--- config.mk ---
export PLATFORM = sky130hd
export DESIGN_NAME = at_command_line_interpreter
export DESIGN_NICKNAME = d
export VERILOG_FILES = /design/src/atcli_pkg.sv /design/src/atcli_front.sv /design/src/atcli_outq.sv /design/src/atcli_back.sv /design/src/at_command_line_interpreter.sv
export SDC_FILE = /design/constraint.sdc
export NUM_CORES = 1
export LEC_CHECK = 0
export BUFFER_PORTS_ARGS = -buffer_cell sky130_fd_sc_hd__buf_2
export CORE_ASPECT_RATIO = 2
export CORE_MARGIN = 3
export CORE_UTILIZATION = 65
export DETAILED_ROUTE_END_ITERATION = 8
export PLACE_DENSITY_LB_ADDON = 0.08
export SLEW_MARGIN = 20
export SYNTH_ARGS = -nofsm -noshare
export SYNTH_HDL_FRONTEND = slang
export SYNTH_HIERARCHICAL = 1
export SYNTH_SLANG_ARGS = --single-unit
--- constraint.sdc ---
create_clock -name clk -period 8 [get_ports clk]
set_input_delay 0.8 -clock clk [delete_from_list [all_inputs] [get_ports clk]]
set_output_delay 0.8 -clock clk [all_outputs]
set_load 0.02 [all_outputs]
--- src/atcli_pkg.sv ---
// shared types, constants and character helpers for the at command line interpreter
`default_nettype none
package atcli_pkg;

    localparam int LINE_CHARS = 32;
    localparam int IDX_W      = $clog2(LINE_CHARS);

    localparam logic [7:0] CH_LF    = 8'd10;
    localparam logic [7:0] CH_CR    = 8'd13;
    localparam logic [7:0] CH_DEL   = 8'd127;
    localparam logic [7:0] CH_SPACE = 8'd32;
    localparam logic [7:0] CH_QUOTE = 8'd34;
    localparam logic [7:0] CH_PLUS  = 8'd43;
    localparam logic [7:0] CH_MINUS = 8'd45;
    localparam logic [7:0] CH_ZERO  = 8'd48;
    localparam logic [7:0] CH_X     = 8'd88;
    localparam logic [7:0] CH_UA    = 8'd65;
    localparam logic [7:0] CH_UT    = 8'd84;
    localparam logic [7:0] CH_UE    = 8'd69;
    localparam logic [7:0] CH_UO    = 8'd79;
    localparam logic [7:0] CH_LA    = 8'd97;
    localparam logic [7:0] CH_LT    = 8'd116;
    localparam logic [7:0] CH_LE    = 8'd101;
    localparam logic [7:0] CH_LO    = 8'd111;

    // fixed part of the send command after the prefix
    localparam int SEND_FIRST = 2;
    localparam int SEND_LAST  = 8;

    typedef enum logic [1:0] {
        K_EOL,
        K_DEL,
        K_DATA,
        K_ESC
    } kind_t;

    typedef struct packed {
        kind_t      kind;
        logic [7:0] data;
    } cmd_t;

    typedef struct packed {
        logic [7:0] ch;
        logic       last;
    } out_t;

    typedef enum logic [2:0] {
        TXT_OK,
        TXT_ERROR,
        TXT_INVALID,
        TXT_ON,
        TXT_OFF,
        TXT_NLOK,
        TXT_SENT,
        TXT_TAIL
    } text_t;

    typedef enum logic [3:0] {
        S_IDLE,
        S_LEN,
        S_P0,
        S_P1,
        S_P2,
        S_SEND,
        S_QSCAN,
        S_TEXT,
        S_PAY,
        S_ESP,
        S_ESG,
        S_EDG,
        S_FINISH
    } bstate_t;

    function automatic logic is_space(input logic [7:0] b);
        return (b == CH_SPACE) || (b >= 8'd9 && b <= 8'd13);
    endfunction

    function automatic logic is_digit(input logic [7:0] b);
        return (b >= 8'd48) && (b <= 8'd57);
    endfunction

    function automatic logic [7:0] to_wire(input logic [7:0] b);
        logic [7:0] r;
        if (b >= CH_LA && b <= 8'd122)
            r = b - 8'd32;
        else if ((b >= CH_UA && b <= 8'd90) || is_digit(b))
            r = b;
        else if (is_space(b))
            r = CH_SPACE;
        else
            r = CH_X;
        return r;
    endfunction

    function automatic logic [3:0] text_len(input text_t id);
        logic [3:0] n;
        case (id)
            TXT_OK:      n = 4'd3;
            TXT_ERROR:   n = 4'd6;
            TXT_INVALID: n = 4'd8;
            TXT_ON:      n = 4'd6;
            TXT_OFF:     n = 4'd7;
            TXT_NLOK:    n = 4'd4;
            TXT_SENT:    n = 4'd6;
            TXT_TAIL:    n = 4'd5;
            default:     n = 4'd1;
        endcase
        return n;
    endfunction

    function automatic logic [7:0] text_char(input text_t id, input logic [2:0] pos);
        logic [63:0] s;
        logic [2:0]  sh;
        case (id)
            TXT_OK:      s = 64'("OK\n");
            TXT_ERROR:   s = 64'("ERROR\n");
            TXT_INVALID: s = 64'("INVALID\n");
            TXT_ON:      s = 64'("ON\nOK\n");
            TXT_OFF:     s = 64'("OFF\nOK\n");
            TXT_NLOK:    s = 64'("\nOK\n");
            TXT_SENT:    s = 64'("SENT=\"");
            TXT_TAIL:    s = 64'("\"\nOK\n");
            default:     s = 64'd0;
        endcase
        sh = 3'(text_len(id) - 4'd1 - {1'b0, pos});
        return 8'(s >> {sh, 3'b000});
    endfunction

    function automatic logic [7:0] send_pfx(input logic [2:0] k);
        logic [55:0] s;
        s = 56'("+SEND=\"");
        return 8'(s >> {3'(3'd6 - k), 3'b000});
    endfunction

endpackage
`default_nettype wire

--- src/atcli_front.sv ---
// input side: takes bytes and idle ticks, classifies them and queues commands
`default_nettype none
module atcli_front
    import atcli_pkg::*;
(
    input  wire logic       clk,
    input  wire logic       rst_n,
    input  wire logic       push,
    output logic            full,
    input  wire logic       operation,
    input  wire logic [7:0] char_code,
    input  wire logic       escape_seen,
    output logic            cmd_valid,
    output cmd_t            cmd,
    input  wire logic       cmd_pop
);

    cmd_t       ent_reg [2];
    logic       wptr_reg;
    logic       rptr_reg;
    logic [1:0] cnt_reg;
    logic       wr;
    logic       rd;
    cmd_t       cls;

    always_comb
    begin
        cls.data = char_code;
        if (operation)
            cls.kind = K_ESC;
        else if (char_code == CH_CR || char_code == CH_LF)
            cls.kind = K_EOL;
        else if (char_code == CH_DEL)
            cls.kind = K_DEL;
        else
            cls.kind = K_DATA;
    end

    assign full      = (cnt_reg == 2'd2);
    assign cmd_valid = (cnt_reg != 2'd0);
    assign cmd       = ent_reg[rptr_reg];
    // an idle tick without escape never does anything, so it is dropped here
    assign wr        = push && !full && (!operation || escape_seen);
    assign rd        = cmd_pop && cmd_valid;

    always_ff @(posedge clk)
    begin
        if (wr)
            ent_reg[wptr_reg] <= cls;
    end

    always_ff @(posedge clk or negedge rst_n)
    begin
        if (!rst_n)
        begin
            wptr_reg <= 1'b0;
            rptr_reg <= 1'b0;
            cnt_reg  <= 2'd0;
        end
        else
        begin
            if (wr)
                wptr_reg <= !wptr_reg;
            if (rd)
                rptr_reg <= !rptr_reg;
            cnt_reg <= 2'(cnt_reg + {1'b0, wr} - {1'b0, rd});
        end
    end

endmodule
`default_nettype wire

--- src/atcli_outq.sv ---
// result queue of response bytes
`default_nettype none
module atcli_outq
    import atcli_pkg::*;
(
    input  wire logic       clk,
    input  wire logic       rst_n,
    input  wire logic       wr,
    input  out_t            wdata,
    output logic            oq_full,
    output logic            empty,
    input  wire logic       pop,
    output logic [7:0]      out_char,
    output logic            last_of_run
);

    out_t       ent_reg [2];
    logic       wptr_reg;
    logic       rptr_reg;
    logic [1:0] cnt_reg;
    logic       rd;
    logic       wen;

    assign oq_full     = (cnt_reg == 2'd2);
    assign empty       = (cnt_reg == 2'd0);
    assign out_char    = ent_reg[rptr_reg].ch;
    assign last_of_run = ent_reg[rptr_reg].last;
    assign rd          = pop && !empty;
    assign wen         = wr && !oq_full;

    always_ff @(posedge clk)
    begin
        if (wen)
            ent_reg[wptr_reg] <= wdata;
    end

    always_ff @(posedge clk or negedge rst_n)
    begin
        if (!rst_n)
        begin
            wptr_reg <= 1'b0;
            rptr_reg <= 1'b0;
            cnt_reg  <= 2'd0;
        end
        else
        begin
            if (wen)
                wptr_reg <= !wptr_reg;
            if (rd)
                rptr_reg <= !rptr_reg;
            cnt_reg <= 2'(cnt_reg + {1'b0, wen} - {1'b0, rd});
        end
    end

endmodule
`default_nettype wire

--- src/atcli_back.sv ---
// command side: line buffer, command parser and response sequencer
`default_nettype none
module atcli_back
    import atcli_pkg::*;
(
    input  wire logic       clk,
    input  wire logic       rst_n,
    input  wire logic       cmd_valid,
    input  cmd_t            cmd,
    output logic            cmd_pop,
    input  wire logic       cfg_valid,
    input  wire logic       cfg_data,
    output logic            oq_wr,
    output out_t            oq_wdata,
    input  wire logic       oq_full
);

    logic [7:0]       mem [LINE_CHARS];
    logic [7:0]       cur_reg;
    logic             mem_wr;
    logic [IDX_W-1:0] raddr;

    bstate_t          state_reg, state_next;
    logic [IDX_W-1:0] idx_reg, idx_next;
    logic [IDX_W-1:0] len_reg, len_next;
    logic [IDX_W-1:0] q_reg, q_next;
    logic [IDX_W-1:0] fill_reg, fill_next;
    logic             online_reg, online_next;
    logic             echo_reg, echo_next;
    logic             any_reg, any_next;
    logic             nz_reg, nz_next;
    text_t            txt_reg, txt_next;
    logic [2:0]       tpos_reg, tpos_next;
    logic             pend_vld_reg, pend_vld_next;
    logic [7:0]       pend_ch_reg, pend_ch_next;
    logic [7:0]       c0_reg, c0_next;

    logic             can_emit;
    logic             emit;
    logic [7:0]       emit_byte;
    logic             flush;

    // cur_reg always holds the line cell at idx_reg
    assign raddr = idx_next;

    always_ff @(posedge clk)
    begin
        if (mem_wr)
            mem[fill_reg] <= cmd.data;
        cur_reg <= mem[raddr];
    end

    // a byte is held back one step so the final byte of a run can be marked
    assign can_emit = !pend_vld_reg || !oq_full;

    always_comb
    begin
        state_next    = state_reg;
        idx_next      = idx_reg;
        len_next      = len_reg;
        q_next        = q_reg;
        fill_next     = fill_reg;
        online_next   = online_reg;
        echo_next     = echo_reg;
        any_next      = any_reg;
        nz_next       = nz_reg;
        txt_next      = txt_reg;
        tpos_next     = tpos_reg;
        c0_next       = c0_reg;
        cmd_pop       = 1'b0;
        mem_wr        = 1'b0;
        emit          = 1'b0;
        emit_byte     = cmd.data;
        flush         = 1'b0;

        case (state_reg)
            S_IDLE:
            begin
                if (cmd_valid)
                begin
                    if (cmd.kind == K_ESC)
                    begin
                        cmd_pop = 1'b1;
                        if (online_reg)
                        begin
                            online_next = 1'b0;
                            txt_next    = TXT_NLOK;
                            tpos_next   = 3'd0;
                            state_next  = S_TEXT;
                        end
                    end
                    else if (online_reg)
                    begin
                        if (can_emit)
                        begin
                            cmd_pop    = 1'b1;
                            emit       = 1'b1;
                            emit_byte  = to_wire(cmd.data);
                            state_next = S_FINISH;
                        end
                    end
                    else if (can_emit || !echo_reg)
                    begin
                        cmd_pop    = 1'b1;
                        emit       = echo_reg;
                        state_next = S_FINISH;
                        case (cmd.kind)
                            K_DATA:
                            begin
                                mem_wr = 1'b1;
                                if (fill_reg < IDX_W'(LINE_CHARS - 1))
                                    fill_next = fill_reg + 1'b1;
                            end
                            K_DEL:
                            begin
                                if (fill_reg != '0)
                                    fill_next = fill_reg - 1'b1;
                            end
                            K_EOL:
                            begin
                                idx_next   = '0;
                                state_next = S_LEN;
                            end
                            default:
                            begin
                            end
                        endcase
                    end
                end
            end

            S_LEN:
            begin
                if (idx_reg < fill_reg && cur_reg != 8'd0)
                    idx_next = idx_reg + 1'b1;
                else
                begin
                    len_next  = idx_reg;
                    fill_next = '0;
                    idx_next  = '0;
                    if (idx_reg == '0)
                        state_next = S_FINISH;
                    else
                        state_next = S_P0;
                end
            end

            S_P0:
            begin
                c0_next    = cur_reg;
                idx_next   = IDX_W'(1);
                state_next = S_P1;
            end

            S_P1:
            begin
                tpos_next = 3'd0;
                if (len_reg < IDX_W'(2)
                    || !((c0_reg == CH_UA && cur_reg == CH_UT)
                         || (c0_reg == CH_LA && cur_reg == CH_LT)))
                begin
                    txt_next   = TXT_ERROR;
                    state_next = S_TEXT;
                end
                else if (len_reg == IDX_W'(2))
                begin
                    txt_next   = TXT_OK;
                    state_next = S_TEXT;
                end
                else
                begin
                    idx_next   = IDX_W'(2);
                    state_next = S_P2;
                end
            end

            S_P2:
            begin
                tpos_next = 3'd0;
                if (cur_reg == CH_UE || cur_reg == CH_LE)
                begin
                    idx_next   = IDX_W'(3);
                    any_next   = 1'b0;
                    nz_next    = 1'b0;
                    state_next = S_ESP;
                end
                else if (cur_reg == CH_UO || cur_reg == CH_LO)
                begin
                    if (len_reg == IDX_W'(3))
                    begin
                        online_next = 1'b1;
                        state_next  = S_FINISH;
                    end
                    else
                    begin
                        txt_next   = TXT_INVALID;
                        state_next = S_TEXT;
                    end
                end
                else if (len_reg >= IDX_W'(SEND_LAST + 1) && cur_reg == send_pfx(3'd0))
                begin
                    idx_next   = IDX_W'(SEND_FIRST + 1);
                    state_next = S_SEND;
                end
                else
                begin
                    txt_next   = TXT_INVALID;
                    state_next = S_TEXT;
                end
            end

            S_SEND:
            begin
                tpos_next = 3'd0;
                if (cur_reg != send_pfx(3'(idx_reg - IDX_W'(SEND_FIRST))))
                begin
                    txt_next   = TXT_INVALID;
                    state_next = S_TEXT;
                end
                else
                begin
                    idx_next = idx_reg + 1'b1;
                    if (idx_reg == IDX_W'(SEND_LAST))
                        state_next = S_QSCAN;
                end
            end

            S_QSCAN:
            begin
                tpos_next = 3'd0;
                if (idx_reg < len_reg)
                begin
                    if (cur_reg == CH_QUOTE)
                    begin
                        q_next     = idx_reg;
                        txt_next   = TXT_SENT;
                        state_next = S_TEXT;
                    end
                    else
                        idx_next = idx_reg + 1'b1;
                end
                else
                begin
                    txt_next   = TXT_INVALID;
                    state_next = S_TEXT;
                end
            end

            S_TEXT:
            begin
                emit      = 1'b1;
                emit_byte = text_char(txt_reg, tpos_reg);
                if (can_emit)
                begin
                    tpos_next = tpos_reg + 3'd1;
                    if ({1'b0, tpos_reg} == text_len(txt_reg) - 4'd1)
                    begin
                        if (txt_reg == TXT_SENT)
                        begin
                            idx_next   = IDX_W'(SEND_LAST + 1);
                            state_next = S_PAY;
                        end
                        else
                            state_next = S_FINISH;
                    end
                end
            end

            S_PAY:
            begin
                if (idx_reg < q_reg)
                begin
                    emit      = 1'b1;
                    emit_byte = to_wire(cur_reg);
                    if (can_emit)
                        idx_next = idx_reg + 1'b1;
                end
                else
                begin
                    txt_next   = TXT_TAIL;
                    tpos_next  = 3'd0;
                    state_next = S_TEXT;
                end
            end

            S_ESP:
            begin
                if (idx_reg < len_reg && is_space(cur_reg))
                    idx_next = idx_reg + 1'b1;
                else
                    state_next = S_ESG;
            end

            S_ESG:
            begin
                if (idx_reg < len_reg && (cur_reg == CH_PLUS || cur_reg == CH_MINUS))
                    idx_next = idx_reg + 1'b1;
                state_next = S_EDG;
            end

            S_EDG:
            begin
                tpos_next = 3'd0;
                if (idx_reg < len_reg && is_digit(cur_reg))
                begin
                    any_next = 1'b1;
                    nz_next  = nz_reg || (cur_reg != CH_ZERO);
                    idx_next = idx_reg + 1'b1;
                end
                else
                begin
                    state_next = S_TEXT;
                    if (any_reg)
                    begin
                        echo_next = nz_reg;
                        txt_next  = TXT_OK;
                    end
                    else if (len_reg == IDX_W'(3))
                        txt_next = echo_reg ? TXT_ON : TXT_OFF;
                    else
                        txt_next = TXT_INVALID;
                end
            end

            S_FINISH:
            begin
                if (!pend_vld_reg)
                    state_next = S_IDLE;
                else if (!oq_full)
                begin
                    flush      = 1'b1;
                    state_next = S_IDLE;
                end
            end

            default:
            begin
                state_next = S_IDLE;
            end
        endcase

        if (cfg_valid)
            echo_next = cfg_data;
    end

    always_comb
    begin
        pend_vld_next  = pend_vld_reg;
        pend_ch_next   = pend_ch_reg;
        oq_wr          = 1'b0;
        oq_wdata.ch    = pend_ch_reg;
        oq_wdata.last  = flush;
        if (flush)
        begin
            oq_wr         = 1'b1;
            pend_vld_next = 1'b0;
        end
        else if (emit && can_emit)
        begin
            oq_wr         = pend_vld_reg;
            pend_vld_next = 1'b1;
            pend_ch_next  = emit_byte;
        end
    end

    always_ff @(posedge clk)
    begin
        len_reg     <= len_next;
        q_reg       <= q_next;
        any_reg     <= any_next;
        nz_reg      <= nz_next;
        txt_reg     <= txt_next;
        tpos_reg    <= tpos_next;
        pend_ch_reg <= pend_ch_next;
        c0_reg      <= c0_next;
    end

    always_ff @(posedge clk or negedge rst_n)
    begin
        if (!rst_n)
        begin
            state_reg    <= S_IDLE;
            idx_reg      <= '0;
            fill_reg     <= '0;
            online_reg   <= 1'b0;
            echo_reg     <= 1'b1;
            pend_vld_reg <= 1'b0;
        end
        else
        begin
            state_reg    <= state_next;
            idx_reg      <= idx_next;
            fill_reg     <= fill_next;
            online_reg   <= online_next;
            echo_reg     <= echo_next;
            pend_vld_reg <= pend_vld_next;
        end
    end

endmodule
`default_nettype wire

--- src/at_command_line_interpreter.sv ---
// top level of the at command line interpreter
// a plain byte gives its echo or converted byte through the front queue, the held-back byte and the result queue
// a line end scans the line once for its length and once to parse and reply,
// writing one response byte per cycle while the result queue is not full
// the back sequencer takes one request at a time; the front queue holds two more
// reset: asynchronous, clears the line, command mode, echo on; no clearing pass
`default_nettype none
module at_command_line_interpreter
    import atcli_pkg::*;
(
    input  wire logic       clk,
    input  wire logic       rst_n,
    input  wire logic       push,
    output logic            full,
    input  wire logic       operation,
    input  wire logic [7:0] char_code,
    input  wire logic       escape_seen,
    output logic            empty,
    input  wire logic       pop,
    output logic [7:0]      out_char,
    output logic            last_of_run,
    input  wire logic       cfg_valid,
    output logic            cfg_ready,
    input  wire logic       cfg_data
);

    logic cmd_valid;
    cmd_t cmd;
    logic cmd_pop;
    logic oq_wr;
    out_t oq_wdata;
    logic oq_full;

    assign cfg_ready = 1'b1;

    atcli_front u_front (
        .clk         (clk),
        .rst_n       (rst_n),
        .push        (push),
        .full        (full),
        .operation   (operation),
        .char_code   (char_code),
        .escape_seen (escape_seen),
        .cmd_valid   (cmd_valid),
        .cmd         (cmd),
        .cmd_pop     (cmd_pop)
    );

    atcli_back u_back (
        .clk       (clk),
        .rst_n     (rst_n),
        .cmd_valid (cmd_valid),
        .cmd       (cmd),
        .cmd_pop   (cmd_pop),
        .cfg_valid (cfg_valid),
        .cfg_data  (cfg_data),
        .oq_wr     (oq_wr),
        .oq_wdata  (oq_wdata),
        .oq_full   (oq_full)
    );

    atcli_outq u_outq (
        .clk         (clk),
        .rst_n       (rst_n),
        .wr          (oq_wr),
        .wdata       (oq_wdata),
        .oq_full     (oq_full),
        .empty       (empty),
        .pop         (pop),
        .out_char    (out_char),
        .last_of_run (last_of_run)
    );

endmodule
`default_nettype wire
=== After elaboration in Yosys (flattened, before gate mapping) ===
Memory sizes are Yosys's and may differ from the RTL's. A register that Yosys moved wholly into a read port is not among the register bits.
Cells that the tools add are included.

* Output and inout port bits: 12
* ROM bits: 384
* Bits in registers: 59
* Memories: 6
* Logic and storage cells: 362
* Memory bits (writable): 294
* Input port bits: 16

{| class="wikitable"
|+ Memory list
! memory !! depth !! width !! rd ports !! clocked after memory_dff !! wr ports !! line !! text
|-
| (name not given) || 8 || 40 || 1 || 1 || 0 || atcli_pkg.sv:114 || <nowiki>case (id)</nowiki>
|-
| u_back.mem || 32 || 8 || 1 || 1 || 1 || atcli_back.sv:18 || <nowiki>logic [7:0] mem [LINE_CHARS];</nowiki>
|-
| (name not given) || 8 || 4 || 1 || 1 || 0 || atcli_pkg.sv:97 || <nowiki>case (id)</nowiki>
|-
| (name not given) || 8 || 4 || 1 || 1 || 0 || atcli_pkg.sv:97 ||
|-
| u_front.ent_reg || 2 || 10 || 1 || 0 || 1 || atcli_front.sv:18 || <nowiki>cmd_t ent_reg [2];</nowiki>
|-
| u_outq.ent_reg || 2 || 9 || 1 || 0 || 1 || atcli_outq.sv:17 || <nowiki>out_t ent_reg [2];</nowiki>
|}

* $lt $le $gt $ge: 22
* Eq/ne operators: 71
* Shift operators: 2
* Bitwise logic cells: 2
* Add/subtract/negate cells: 15
* Multiplexer cells: 152
* Reduce and logical (&&, ||, !) cells: 72

{| class="wikitable"
|+ Operators with widths
! cell !! count
|-
| 5-bit two-way mux || 29
|-
| 4-bit two-way mux || 26
|-
| 3-bit two-way mux || 27
|-
| 8-bit by 7-bit equality test with 1-bit output (second input constant) || 9
|-
| 8-bit two-way mux || 9
|-
| 64-bit two-way mux || 1
|-
| 64-bit by 6-bit >> shifter with 8-bit output || 1
|-
| 5-bit one-hot mux with 12 select lines || 1
|-
| 54-bit by 6-bit >> shifter with 8-bit output (first input constant) || 1
|-
| 4-bit one-hot mux with 13 select lines || 1
|-
| 1-bit two-way mux || 42
|-
| 8-bit by 6-bit equality test with 1-bit output (second input constant) || 5
|-
| 8-bit by 7-bit greater-or-equal comparator with 1-bit output (second input constant) || 4
|-
| 8-bit by 7-bit <= comparator with 1-bit output (second input constant) || 4
|-
| 8-bit one-hot mux with 3 select lines || 1
|-
| 1-bit logical AND || 21
|-
| 3-bit one-hot mux with 7 select lines || 1
|-
| 4-bit equality test (second input constant) || 5
|-
| 2-bit by 1-bit != test with 1-bit output (second input constant) || 10
|-
| 5-bit one-hot mux with 2 select lines || 2
|-
| 2-bit != test (second input constant) || 9
|-
| 4-bit by 3-bit equality test with 1-bit output (second input constant) || 4
|-
| 8-bit by 4-bit equality test with 1-bit output (second input constant) || 2
|-
| 8-bit by 4-bit greater-or-equal comparator with 1-bit output (second input constant) || 2
|-
| other kinds (55) || 119
|}

=== Depth between registers and ports, before layout ===
Gate-level depths: netlist of the first run.

* Word-level depth: 15
* Depth in mapped cells: 20
* Depth with buffers taken out: 15

=== Hierarchy ===
The synthesis of the first run kept the hierarchy.

{| class="wikitable"
|+ By module, submodules not included
! module !! cells each !! sequential area each (µm²) !! times used !! area an instance (µm²)
|-
| atcli_back || 1,430 || 9,795.6 || 1 || 16,469.5
|-
| atcli_front || 63 || 700.7 || 1 || 998.5
|-
| atcli_outq || 46 || 640.6 || 1 || 849.6
|-
| at_command_line_interpreter || 2 || 0.0 || 1 || 11.3
|}

=== Worst setup path after synthesis of the first run ===
Ideal clock, no wire load.

* Path kind: flip-flop to flip-flop
* Start: register u_back.idx_reg[1]
* End: register u_back.cur_reg[6], read port of u_back.mem
* Stages on the path, launching flop included: 19
* Setup time: 0.116 ns
* Buffers on the path: 3
* Clock period less this slack: 3.871 ns
* Arrival time: 3.754 ns
* Required time: 7.884 ns
* Slack: 4.129 ns
* Path through: dfrtp_1 inv_1 ha_1 buf_2 xor3_1 o221ai_1 o21ai_1 nor4b_4 or3_4 o21ai_0 a32o_1 buf_4 inv_4 buf_2 mux2i_1 nor2_1 a2111oi_2 o22ai_1 and4_1

* Longest elaborated chain between the ends: 6
* Elaborated cells on any way between the ends: 35
* Those cells by class: 3 x add/sub; 3 x order compare; 1 x eq/ne; 1 x shift; 23 x mux; 4 x reduce/logical

{| class="wikitable"
|+ Ends and longest elaborated chain
! what !! line !! text
|-
| from (decl) || atcli_back.sv:24 || <nowiki>logic [IDX_W-1:0] idx_reg, idx_next;</nowiki>
|-
| from (signal assigned) || atcli_back.sv:392 || <nowiki>idx_reg <= idx_next;</nowiki>
|-
| 3-bit by 2-bit subtractor with 3-bit output / 5-bit two-way mux (equally long branches) || atcli_back.sv:215, atcli_back.sv:107 ||
|-
| 3-bit subtractor / 5-bit two-way mux (equally long branches) || atcli_pkg.sv:132, atcli_back.sv:102 ||
|-
| 54-bit by 6-bit >> shifter with 8-bit output / 5-bit two-way mux (equally long branches) || atcli_pkg.sv:132, atcli_back.sv:92 ||
|-
| 8-bit != test / 5-bit two-way mux (equally long branches) || atcli_back.sv:215, atcli_back.sv:81 ||
|-
| 5-bit two-way mux, on equally long branches || atcli_back.sv:215, atcli_back.sv:79 ||
|-
| 5-bit one-hot mux with 12 select lines (*) || atcli_back.sv:76 || <nowiki>case (state_reg)</nowiki>
|-
| to (decl) || atcli_back.sv:19 || <nowiki>logic [7:0] cur_reg;</nowiki>
|}

Every way passes the cells marked *; elsewhere a longest branch is shown, timed or not.
A chain may end at the register's enable or synchronous reset.

=== Worst setup path in the final report of the first run ===
* Start: register u_back.idx_reg[0]
* End: register u_back.cur_reg[2], read port of u_back.mem

Same word-level chain as after synthesis.

==> results.py, run 1 <==
metrics = {
    "setup_path": {
        "crit_arrival_ns": 6.54,
        "rrSetupSlack_ns": 1.94,
        "path_max_fanout": 51,
        "timing.reg2reg.worst_path_depth": 15,
        "type_of_destination_of_the_critical_path": "register",
        "path_class": "register to register",
        "data_required_time_at_the_worst_endpoint_ns": 8.47,
        "setup.worst_path.start_class": "register",
        "critical_path.reg2reg.startpoint": "u_back/idx_reg[0]",
        "critical_path.reg2reg.endpoint": "u_back/cur_reg[2]",
    },
    "worst_hold_path": {
        "hold_path.class": "primary input to asynchronous set/reset pin",
    },
    "cells_and_area": {
        "finish.utilization_pct": 71.6,
        "finish.net_count": 1604,
        "largest_register_ffs": 256,
        "drive_gt1_share_pct": 9.70,
        "synthToLayoutAreaGrowth_pct": 8.04,
        "antenna_cells_inserted": 0,
        "n_fill_cell": 1960,
    },
    "timing": {
        "tns_ns": 0,
        "tightestPinTransition_ns": 1.02,
        "clock-skew-final_ns": 0.0243,
        "min_period_over_period_pct": 75.8,
        "final_period_minus_worst_setup_slack_ns": 6.06,
        "finalHoldViolations": 0,
        "final_max_slew_viol_count": 0,
        "rsz0062_at_grt": "false",
        "timing.max_slew.rel_slack_pct": 31.5,
        "timing.fmax_mhz": 165,
        "setup_violations": 0,
    },
    "power_and_ir_drop": {
        "power.switching_mw": 3.65,
        "fin_total_pwr_mw": 8.54,
        "seqPwrFrac_pct": 34.0,
        "p_sw_share_pct": 42.8,
        "power.ir.vdd_worst_v": 0.000309,
        "leakage_nw": 6.93,
        "cellPowerDensity_nw_per_um2": 431,
        "combinational_power_share_pct": 46.2,
        "internal_power_mw": 4.89,
        "p_clk_share_pct": 19.8,
    },
    "global_routing": {
        "grtUsageTotal_pct": 31.7,
        "antenna_found_initial": 0,
        "largest_net_degree_at_the_start_of_global_routing": 70,
        "first_global_vias": 13000,
        "globalRoute.totalOverflow": 0,
        "first_pass_grt_wire_length_mm": 73.4,
    },
    "synthesis": {
        "ys.flop_type": "sky130_fd_sc_hd__edfxtp_1",
        "ys_async_sr_fraction_pct": 6.48,
        "net_count_after_synthesis": 1601,
        "synthesis.area_per_instance_sq_um": 11.9,
        "synth_cell_types": 102,
        "yosys_warnings": 6,
        "synth_top_area_share_pct": 53.7,
        "yosysSeqAreaShare_pct": 60.8,
        "ys_seq_elements": 386,
        "netlist_area_sq_um": 18300,
        "yosys.cell_count.top_type": "sky130_fd_sc_hd__edfxtp_1",
        "synth-edff-count": 328,
        "ys_top_cells_by_count": "328 x sky130_fd_sc_hd__edfxtp_1, 174 x sky130_fd_sc_hd__nor2_1, 168 x sky130_fd_sc_hd__nand2_1",
        "largest_cells_by_area_after_synthesis": "sky130_fd_sc_hd__edfxtp_1 54%, sky130_fd_sc_hd__dfxtp_1 3.6%, sky130_fd_sc_hd__nor2_1 3.6%, sky130_fd_sc_hd__nand2_1 3.4%, sky130_fd_sc_hd__dfrtp_1 3.3%",
        "post-synth-top-area-cell": "sky130_fd_sc_hd__edfxtp_1",
        "cell_count_after_synthesis": 1541,
    },
    "cts": {
        "clkSlewWorstSetupHoldPaths_ns": 0.07,
        "cts_hold_buffers": 0,
        "clock_tree.buffer_depth": 3,
        "cts_resized": 0,
        "clock_insertion_delay_worst_skew_ns": 0.54,
        "cts_tree": "built",
        "ctsHtreeMaxLevel": 2,
        "tritoncts.num_buffers": 34,
        "post-cts-setup-buffer-count": 0,
        "clockRootBuffer": "sky130_fd_sc_hd__clkbuf_16",
        "cts.sinks": 386,
    },
    "die": {
        "die_y_um": 243,
        "floorplan.io_pins": 28,
        "core_area_sq_um": 27700,
        "rows": 86,
        "die-width_um": 125,
        "initial_standard_cell_utilization_of_the_core_pct": 66.3,
        "die-area_sq_um": 30400,
    },
    "routing": {
        "wire_per_inst_um": 25.3,
        "postRouteWirelength_mm": 48.5,
        "detail_route.iter0.violations": 1138,
        "post-route-drc-count": 0,
        "postRouteAntennaNets": 0,
        "drt_pass1_iterations": 9,
        "route.vias.total": 12700,
        "avgViaCountPerCell": 6.63,
    },
    "flow_run": {
        "max_cap_viols": 0,
    },
    "status": {
        "status": "finished, final reports clean",
    },
    "placed_design": {
        "place_congestion": 1.06,
        "buffer_ports.inserted": 26,
        "dpl_hpwl_mm": 34.6,
    },
}
-- stage by stage --
step	std cells	hold slack (ns)	instance area [sq um]	worst slack, ns
5_1_grt	1919	0.362	19800	1.58
4_1_cts	1919	0.351	19800	1.98
6_report	1919	0.327	19800	1.94
3_3_place_gp	1860	0.422	18700	2.20
3_5_place_dp	1860	0.431	18700	1.97
2_1_floorplan	1541	0.403	18300	4.13
-- cell type report --
type,instances,area [sq um],share of cell area [%]
multi-input cells,1016,6580,33.2
clock buffers,39,891,4.50
well taps,352,440,2.22
clock inverters,20,250,1.26
inverters,61,231,1.17
flip-flops and latches,386,11100,56.2
repair buffers,45,273,1.38
-- worst max-delay path by stage --
stage                 startpoint                 to  cells after the start
6_report       u_back/idx_reg[0]  u_back/cur_reg[2]                     15
4_1_cts        u_back/idx_reg[0]  u_back/cur_reg[2]                     15
2_1_floorplan  u_back/idx_reg[1]  u_back/cur_reg[6]                     18
5_1_grt        u_back/idx_reg[0]  u_back/cur_reg[2]                     15
3_3_place_gp   u_back/idx_reg[0]  u_back/cur_reg[0]                     15
3_5_place_dp   u_back/idx_reg[0]  u_back/cur_reg[2]                     15
-- routing by layer --
metal,routed length (um),up-vias,GRT usage (%)
met4,4560,0,24.7
li1,-,5759,-
met5,0,-,0
met3,2280,234,3.69
met2,26300,531,59.2
met1,15400,6201,31.0
-- layout by cell type, fill, tap and decap left out, drive strengths merged, types with 21 or more instances in the layout --
| master | n |
|---|---|
| edfxtp | 328 |
| nor2 | 175 |
| nand2 | 168 |
| a21oi | 91 |
| inv | 63 |
| o21ai | 53 |
| buf | 45 |
| mux2i | 44 |
| ha | 42 |
| clkbuf | 39 |
| dfxtp | 33 |
| nand2b | 32 |
| nand3 | 29 |
| nor3 | 29 |
| dfrtp | 24 |
| mux2 | 23 |
| a311o | 21 |
-- power by group through the flow --
stage | logic [mW] | registers (mW) | clock network (mW)
final | 3.94 | 2.91 | 1.69
after global routing | 4.23 | 2.93 | 1.78
after CTS | 3.88 | 2.90 | 1.71
after detailed placement | 3.86 | 2.94 | 0
after global placement | 3.79 | 2.93 | 0
after floorplan | 2.80 | 2.74 | 0
-- logic make-up (layout without fill, tap and decap cells) --
logic type               count (synthesis)  after routing  synth area share, %
flip-flops                             386            386                 60.8
buffers and inverters                  139            165                 3.39
other                                    1              1               0.0205
adder cells (fa/ha/maj)                 44             44                 3.09
AO/OA/AOI/OAI                          330            330                 12.8
multiplexers                            69             69                 4.06
XOR/XNOR                                28             28                 1.46
AND/OR/NAND/NOR                        544            544                 14.5
-- worst max-delay path, stage by stage, from the launching register on --
cell                       delay (ns)
sky130_fd_sc_hd__dfrtp_1         0.71
sky130_fd_sc_hd__inv_1           0.21
sky130_fd_sc_hd__ha_1            0.38
sky130_fd_sc_hd__xnor2_1         0.41
sky130_fd_sc_hd__o22ai_1         0.17
sky130_fd_sc_hd__nor4b_2         0.40
sky130_fd_sc_hd__nand3b_1        0.13
sky130_fd_sc_hd__o31ai_2         0.39
sky130_fd_sc_hd__nand3_1         0.17
sky130_fd_sc_hd__o21a_2          0.30
sky130_fd_sc_hd__nor2_8          0.46
sky130_fd_sc_hd__inv_2           0.51
sky130_fd_sc_hd__nor2_1          0.95
sky130_fd_sc_hd__a311oi_1        0.22
sky130_fd_sc_hd__o311ai_1        0.23
sky130_fd_sc_hd__and4_1          0.28
(Power assumes the default switching activity.)
==> inputs of run 2 (changes only) <==
--- a/config.mk
+++ b/config.mk
@@ -5,10 +5,11 @@
 export SDC_FILE = /design/constraint.sdc
 export NUM_CORES = 1
 export LEC_CHECK = 0
+export ABC_AREA = 1
 export BUFFER_PORTS_ARGS = -buffer_cell sky130_fd_sc_hd__buf_2
 export CORE_ASPECT_RATIO = 2
 export CORE_MARGIN = 3
-export CORE_UTILIZATION = 65
+export CORE_UTILIZATION = 57
 export DETAILED_ROUTE_END_ITERATION = 8
 export PLACE_DENSITY_LB_ADDON = 0.08
 export SLEW_MARGIN = 20
==> constraint.sdc (replaced) <==
create_clock -name clk -period 5 [get_ports clk]
set_input_delay 0.5 -clock clk [delete_from_list [all_inputs] [get_ports clk]]
set_output_delay 0.5 -clock clk [all_outputs]
set_load 0.02 [all_outputs]
==> run 2 against run 1 <==
Against the previous run:
- cell area rose by 2.3%
- die area rose by 15%
- worst setup slack got worse by 1.1 ns
- clock-buffer cell count rose by 2
- combinational power rose by 100%
- clock power rose by 61%
- critical endpoint is now u_back/cur_reg[7]
- largest power group unchanged
==> results.py, run 2 <==
metrics = {
    "flow_run": {
        "max_cap_viols": 0,
    },
    "synthesis": {
        "ys_top_cells_by_count": "436 x sky130_fd_sc_hd__nand3_1, 427 x sky130_fd_sc_hd__nand2_1, 328 x sky130_fd_sc_hd__edfxtp_1",
        "ys.flop_type": "sky130_fd_sc_hd__edfxtp_1",
        "yosys.cell_count.top_type": "sky130_fd_sc_hd__nand3_1",
        "compound_cell_area_share_of_the_yosys_netlist_pct": 4.68,
        "synth_top_area_share_pct": 52.9,
        "synthAdderAreaFrac_pct": 3.04,
        "post-synth-top-area-cell": "sky130_fd_sc_hd__edfxtp_1",
        "ys_async_sr_fraction_pct": 6.48,
        "ys_seq_elements": 386,
        "post_synth_and_or_nand_nor_area_fraction_pct": 25.5,
        "largest_cells_by_area_after_synthesis": "sky130_fd_sc_hd__edfxtp_1 53%, sky130_fd_sc_hd__nand3_1 12%, sky130_fd_sc_hd__nand2_1 8.6%, sky130_fd_sc_hd__dfxtp_1 3.5%, sky130_fd_sc_hd__inv_1 3.2%",
        "synthXorXnorAreaFrac_pct": 0.699,
        "yosysSeqAreaShare_pct": 59.8,
        "synthesis.area_per_instance_sq_um": 9.71,
        "dominant_combinational_cell_family_by_area_after_synthesis": "simple AND/OR/NAND/NOR gates",
        "cell_count_after_synthesis": 1918,
        "synth-edff-count": 328,
        "netlist_area_sq_um": 18600,
        "net_count_after_synthesis": 1978,
        "yosys_warnings": 6,
        "post_synth_mux_area_share_pct": 0,
        "synth_cell_types": 57,
    },
    "status": {
        "status": "finished, final reports clean",
    },
    "cells_and_area": {
        "most_common_cell_after_layout_fill_and_taps_aside": "sky130_fd_sc_hd__nand3_1",
        "synthToLayoutAreaGrowth_pct": 8.81,
        "antenna_cells_inserted": 0,
        "n_fill_cell": 2730,
        "largest_register_ffs": 256,
        "drive_gt1_share_pct": 7.98,
        "finish.net_count": 1990,
        "highest_count_cells_in_the_layout_ignoring_fill_and_taps": "436 x sky130_fd_sc_hd__nand3_1, 426 x sky130_fd_sc_hd__nand2_1, 328 x sky130_fd_sc_hd__edfxtp_1",
        "finish.utilization_pct": 62.9,
    },
    "global_routing": {
        "globalRoute.totalOverflow": 0,
        "antenna_found_initial": 1,
        "first_pass_grt_wire_length_mm": 82.4,
        "grtUsageTotal_pct": 31.4,
        "largest_net_degree_at_the_start_of_global_routing": 71,
        "first_global_vias": 14100,
    },
    "worst_hold_path": {
        "hold_path.class": "primary input to asynchronous set/reset pin",
    },
    "setup_path": {
        "cp-startpoint": "u_back/cur_reg[4]",
        "path_max_fanout": 41,
        "critical_path.cell_chain": "inv_1 -> nand2_1 -> nor2_1 -> nand2_1 -> nand2_1 -> nand3_1 -> nand2_1 -> nor2_1 -> nand4_2 -> nand2_1 -> nand2_1 -> nor2_8 -> buf_4 -> nand3_1 -> nand3_1 -> nand3_1 -> nand3_1 -> nand2_1",
        "worst_path_largest_cell_delay_ns": 0.76,
        "setup.worst_path.start_class": "register",
        "critical_path.reg2reg.startpoint": "u_back/cur_reg[4]",
        "crit_arrival_ns": 4.56,
        "worstPathBufferInverterCount": 2,
        "type_of_destination_of_the_critical_path": "register",
        "crit_path_frequent_cell": "sky130_fd_sc_hd__nand2_1",
        "path_class": "register to register",
        "data_required_time_at_the_worst_endpoint_ns": 5.42,
        "critical_path.slowest_cell": "sky130_fd_sc_hd__dfxtp_1",
        "timing.critical_path.max_delay_family": "simple AND/OR/NAND/NOR gates",
    },
    "cts": {
        "tritoncts.num_buffers": 34,
        "cts_hold_buffers": 0,
        "cts.sinks": 386,
        "clock_tree.buffer_depth": 3,
        "clockRootBuffer": "sky130_fd_sc_hd__clkbuf_16",
        "cts_tree": "built",
        "clkSlewWorstSetupHoldPaths_ns": 0.07,
        "clock_insertion_delay_worst_skew_ns": 0.54,
        "cts_resized": 0,
        "post-cts-setup-buffer-count": 0,
        "ctsHtreeMaxLevel": 2,
    },
    "timing": {
        "timing.fmax_mhz": 242,
        "tns_ns": 0,
        "setup_violations": 0,
        "timing.max_slew.rel_slack_pct": 33.3,
        "min_period_over_period_pct": 82.8,
        "setup_ws_ns": 0.860,
        "rsz0062_at_grt": "false",
        "final_period_minus_worst_setup_slack_ns": 4.14,
        "tightestPinTransition_ns": 0.996,
        "finalHoldViolations": 0,
        "final_max_slew_viol_count": 0,
        "clock-skew-final_ns": 0.0170,
    },
    "placed_design": {
        "place_congestion": 1.02,
        "dpl_hpwl_mm": 39.1,
        "preCtsSetupSlack_ns": 0.962,
        "buffer_ports.inserted": 26,
    },
    "die": {
        "floorplan.io_pins": 28,
        "rows": 93,
        "initial_standard_cell_utilization_of_the_core_pct": 57.8,
        "die-width_um": 134,
        "core_area_sq_um": 32200,
        "die_y_um": 262,
        "die-area_sq_um": 35000,
    },
    "power_and_ir_drop": {
        "p_clk_share_pct": 17.8,
        "leakage_nw": 8.27,
        "internal_power_mw": 7.96,
        "seqPwrFrac_pct": 30.0,
        "power.switching_mw": 7.33,
        "p_sw_share_pct": 47.9,
        "cellPowerDensity_nw_per_um2": 755,
        "power.ir.vdd_worst_v": 0.000463,
        "combinational_power_share_pct": 52.3,
        "fin_total_pwr_mw": 15.3,
    },
    "routing": {
        "post-route-drc-count": 0,
        "detail_route.iter0.violations": 1200,
        "route.vias.total": 14200,
        "postRouteAntennaNets": 0,
        "postRouteWirelength_mm": 55.1,
        "wire_per_inst_um": 23.1,
        "avgViaCountPerCell": 5.98,
        "drt_pass1_iterations": 5,
    },
}
[run 2: metrics by stage]
stage	instances	area [sq um]	hold slack, ns
CTS	2383	20300	0.0283
global placement	2321	19100	0.426
global route	2383	20300	0.0606
floorplan	1918	18600	0.204
finish	2383	20300	0.0311
detailed placement	2321	19100	0.434
[run 2: logic make-up (layout without fill, tap and decap cells)]
logic type | after synthesis | after routing
AO/OA/AOI/OAI | 144 | 144
XOR/XNOR | 14 | 14
adder cells (fa/ha/maj) | 44 | 44
buffers and inverters | 262 | 300
flip-flops | 386 | 386
other | 1 | 1
AND/OR/NAND/NOR | 1067 | 1067
[run 2: path summary, 6_finish.rpt]
path                                              end  slack, ns  depth (start not counted)
worst max register to register      u_back/cur_reg[7]       0.86                         18
min in group clk                u_front/ent_reg[0][5]       0.20                          1
worst max-delay path                u_back/cur_reg[7]       0.86                         18
worst min-delay path              u_back/state_reg[3]       0.03                          1
max in group asynchronous           u_back/online_reg       4.44                          1
worst min register to register   u_outq/ent_reg[0][7]       0.44                          0
[run 2: power groups by stage]
stage | sequential (mW) | clock, mW | combinational, mW
2_1_floorplan | 4.49 | 0 | 5.50
3_3_place_gp | 4.64 | 0 | 7.81
3_5_place_dp | 4.65 | 0 | 7.85
4_1_cts | 4.58 | 2.77 | 7.87
5_1_grt | 4.62 | 2.87 | 8.73
6_report | 4.58 | 2.72 | 7.99
[run 2: final cells by class]
cell class / count / area, sq um / area share [%]
Clock inverter: 21 / 248 / 1.22
Sequential cell: 386 / 11100 / 55.0
Multi-Input combinational cell: 1270 / 6350 / 31.3
Timing Repair Buffer: 63 / 433 / 2.14
Clock buffer: 41 / 908 / 4.48
Inverter: 175 / 658 / 3.25
Tap cell: 427 / 534 / 2.64
[run 2: routing by layer]
metal  wire length (um)  track usage, %
met5                  0               0
met4               5670            26.9
met3               2850            3.83
met2              29200            58.0
met1              17400            30.4
==> inputs of run 3 (changes only) <==
--- a/config.mk
+++ b/config.mk
@@ -5,11 +5,11 @@
 export SDC_FILE = /design/constraint.sdc
 export NUM_CORES = 1
 export LEC_CHECK = 0
-export ABC_AREA = 1
+export ABC_AREA = 0
 export BUFFER_PORTS_ARGS = -buffer_cell sky130_fd_sc_hd__buf_2
 export CORE_ASPECT_RATIO = 2
 export CORE_MARGIN = 3
-export CORE_UTILIZATION = 57
+export CORE_UTILIZATION = 63
 export DETAILED_ROUTE_END_ITERATION = 8
 export PLACE_DENSITY_LB_ADDON = 0.08
 export SLEW_MARGIN = 20
==> constraint.sdc (replaced) <==
create_clock -name clk -period 4.26 [get_ports clk]
set_input_delay 0.426 -clock clk [delete_from_list [all_inputs] [get_ports clk]]
set_output_delay 0.426 -clock clk [all_outputs]
set_load 0.02 [all_outputs]
==> run 3 against run 2 <==
Against the previous run:
- worst setup slack got worse by 0.79 ns
- highest routed layer unchanged
- global-route usage grew 2.0 points
- fmax shrank 1.2%
==> results.py, run 3 (synthesized netlist as in run 1, its figures left out) <==
metrics = {
    "cts": {
        "clkSlewWorstSetupHoldPaths_ns": 0.07,
        "tritoncts.num_buffers": 31,
        "clock_tree.buffer_depth": 3,
        "cts_tree": "built",
        "cts.sinks": 386,
        "ctsHtreeMaxLevel": 1,
        "clock_insertion_delay_worst_skew_ns": 0.60,
        "clockRootBuffer": "sky130_fd_sc_hd__clkbuf_16",
    },
    "global_routing": {
        "largest_net_degree_at_the_start_of_global_routing": 70,
        "antenna_found_initial": 0,
        "met3_usage_pct": 3.42,
        "globalRoute.busiestLayer": "met2",
        "grtUsageTotal_pct": 33.4,
        "first_pass_grt_wire_length_mm": 77.9,
        "first_global_vias": 13700,
        "globalRoute.totalOverflow": 0,
        "grt.met2_usage_pct": 63.6,
        "grt_use_met1_pct": 30.8,
    },
    "setup_path": {
        "critical_path.slowest_cell": "sky130_fd_sc_hd__dfxtp_1",
        "critical_path.cell_chain": "or3_1 -> nor4_2 -> o211ai_1 -> nand2b_1 -> nand2_1 -> or3b_4 -> o21a_2 -> buf_12 -> nor2_8 -> inv_2 -> buf_12 -> buf_4 -> a21oi_1 -> a311o_1 -> nand4b_1 -> and4_1",
        "path_max_fanout": 19,
        "path_class": "register to register",
        "crit_arrival_ns": 4.67,
        "worstPathBufferInverterCount": 4,
        "data_required_time_at_the_worst_endpoint_ns": 4.74,
        "critical_path.reg2reg.startpoint": "u_back/cur_reg[1]",
        "worst_path_largest_cell_delay_ns": 0.48,
        "timing.reg2reg.worst_path_depth": 16,
        "timing.critical_path.max_delay_family": "simple AND/OR/NAND/NOR gates",
        "critical_path_cell_count": 16,
        "critical_path.reg2reg.endpoint": "u_back/cur_reg[4]",
        "type_of_destination_of_the_critical_path": "register",
        "rrSetupSlack_ns": 0.07,
        "setup.worst_path.start_class": "register",
        "crit_path_frequent_cell": "sky130_fd_sc_hd__buf_12",
    },
    "worst_hold_path": {
        "hold_path.class": "primary input to register",
        "min-delay-start": "cfg_data",
        "hold_path_end": "u_back/echo_reg",
        "whs_path_depth": 3,
    },
    "routing": {
        "postRouteAntennaNets": 0,
        "drt_pass1_iterations": 6,
        "avgViaCountPerCell": 6.53,
        "detail_route.iter0.violations": 1234,
        "postRouteWirelength_mm": 52.7,
        "wire_per_inst_um": 25.9,
        "post-route-drc-count": 0,
        "route.vias.total": 13200,
    },
    "power_and_ir_drop": {
        "p_sw_share_pct": 41.9,
        "power.ir.vdd_worst_v": 0.000592,
        "seqPwrFrac_pct": 31.9,
        "leakage_nw": 7.47,
        "combinational_power_share_pct": 50.5,
        "power.switching_mw": 6.99,
        "p_clk_share_pct": 17.6,
        "cellPowerDensity_nw_per_um2": 804,
        "internal_power_mw": 9.71,
    },
    "timing": {
        "setup_violations": 0,
        "tightestPinTransition_ns": 1.09,
        "final_max_slew_viol_count": 0,
        "holdWs_ns": 0.0586,
        "tns_ns": 0,
        "finalHoldViolations": 0,
        "timing.fmax_mhz": 239,
        "min_period_over_period_pct": 98.4,
        "final_period_minus_worst_setup_slack_ns": 4.19,
        "timing.max_slew.rel_slack_pct": 27.0,
        "clock-skew-final_ns": 0.0192,
    },
    "placed_design": {
        "dpl_hpwl_mm": 39.1,
        "place_congestion": 0.997,
        "buffer_ports.inserted": 26,
    },
    "cells_and_area": {
        "most_common_cell_after_layout_fill_and_taps_aside": "sky130_fd_sc_hd__edfxtp_1",
        "n_fill_cell": 1922,
        "synthToLayoutAreaGrowth_pct": 13.3,
        "finish.utilization_pct": 73.1,
        "drive_gt1_share_pct": 16.2,
        "finish.net_count": 1709,
        "antenna_cells_inserted": 0,
        "largest_register_ffs": 256,
        "highest_count_cells_in_the_layout_ignoring_fill_and_taps": "328 x sky130_fd_sc_hd__edfxtp_1, 172 x sky130_fd_sc_hd__nor2_1, 168 x sky130_fd_sc_hd__nand2_1",
    },
    "status": {
        "status": "finished, final reports clean",
    },
    "die": {
        "core_area_sq_um": 28400,
        "die-width_um": 127,
        "die-area_sq_um": 31300,
        "die_y_um": 247,
        "initial_standard_cell_utilization_of_the_core_pct": 64.5,
        "floorplan.io_pins": 28,
        "rows": 87,
    },
    "flow_run": {
        "max_cap_viols": 0,
    },
}
==> run 3: worst max path at each step <==
| stage | startpoint | to | slack, ns |
|---|---|---|---|
| global route | u_back/idx_reg[1] | u_back/cur_reg[0] | -0.006 |
| finish | u_back/cur_reg[1] | u_back/cur_reg[4] | 0.07 |
| detailed placement | u_back/cur_reg[4] | u_back/cur_reg[2] | -0.20 |
| CTS | u_back/idx_reg[0] | u_back/cur_reg[6] | 0.004 |
| global placement | u_back/cur_reg[4] | u_back/cur_reg[7] | -0.17 |
| floorplan | u_back/idx_reg[1] | u_back/cur_reg[6] | 0.39 |
==> run 3: area by class of cell <==
| type | instances | area [sq um] | share of cell area, % |
|---|---|---|---|
| tap | 356 | 445 | 2.14 |
| sequential | 386 | 11100 | 53.6 |
| inverter | 61 | 241 | 1.16 |
| clock inverter | 22 | 229 | 1.10 |
| multi-input combinational | 1016 | 6640 | 32.0 |
| timing repair buffer | 153 | 1260 | 6.08 |
| clock buffer | 36 | 815 | 3.92 |
==> run 3: worst register-to-register path: cells and delay by family, from the launching register on <==
kind | cells | cell delay (ns)
buffers and inverters | 4 | 0.57
AOI/OAI and AO/OA | 4 | 1.02
DFF | 1 | 0.48
and+or+nand+nor | 8 | 2.02
==> run 3: repair_timing <==
item                                    4_1_cts  5_1_grt
hold buffers                                  2        0
hold endpoints to repair                     25        0
setup buffers                                 0        6
gates resized for setup                       6       19
cloned                                        0        1
pin swaps                                     0        6
endpoints found under the setup margin        8        9
==> run 3: metrics by stage <==
step | std cells | power [mW] | cell area [sq um] | setup slack (ns)
2_1_floorplan | 1541 | 10.4 | 18300 | 0.389
3_3_place_gp | 1963 | 13.3 | 19500 | -0.169
3_5_place_dp | 1963 | 13.4 | 19500 | -0.202
4_1_cts | 2023 | 16.4 | 20600 | 0.00351
5_1_grt | 2030 | 17.5 | 20800 | -0.00556
6_report | 2030 | 16.7 | 20800 | 0.0690
==> run 3: per-layer routing <==
metal,vias up,wire [um]
met3,246,2320
met4,0,5450
met1,6441,15900
met2,586,29000
met5,-,0
li1,5973,-
==> run 3: power by group through the flow <==
stage / Combinational, mW / Sequential (mW) / Clock (mW)
3_5_place_dp: 8.04 / 5.39 / 0
4_1_cts: 8.12 / 5.32 / 2.97
2_1_floorplan: 5.26 / 5.15 / 0
6_report: 8.44 / 5.33 / 2.93
3_3_place_gp: 7.93 / 5.37 / 0
5_1_grt: 8.99 / 5.36 / 3.10
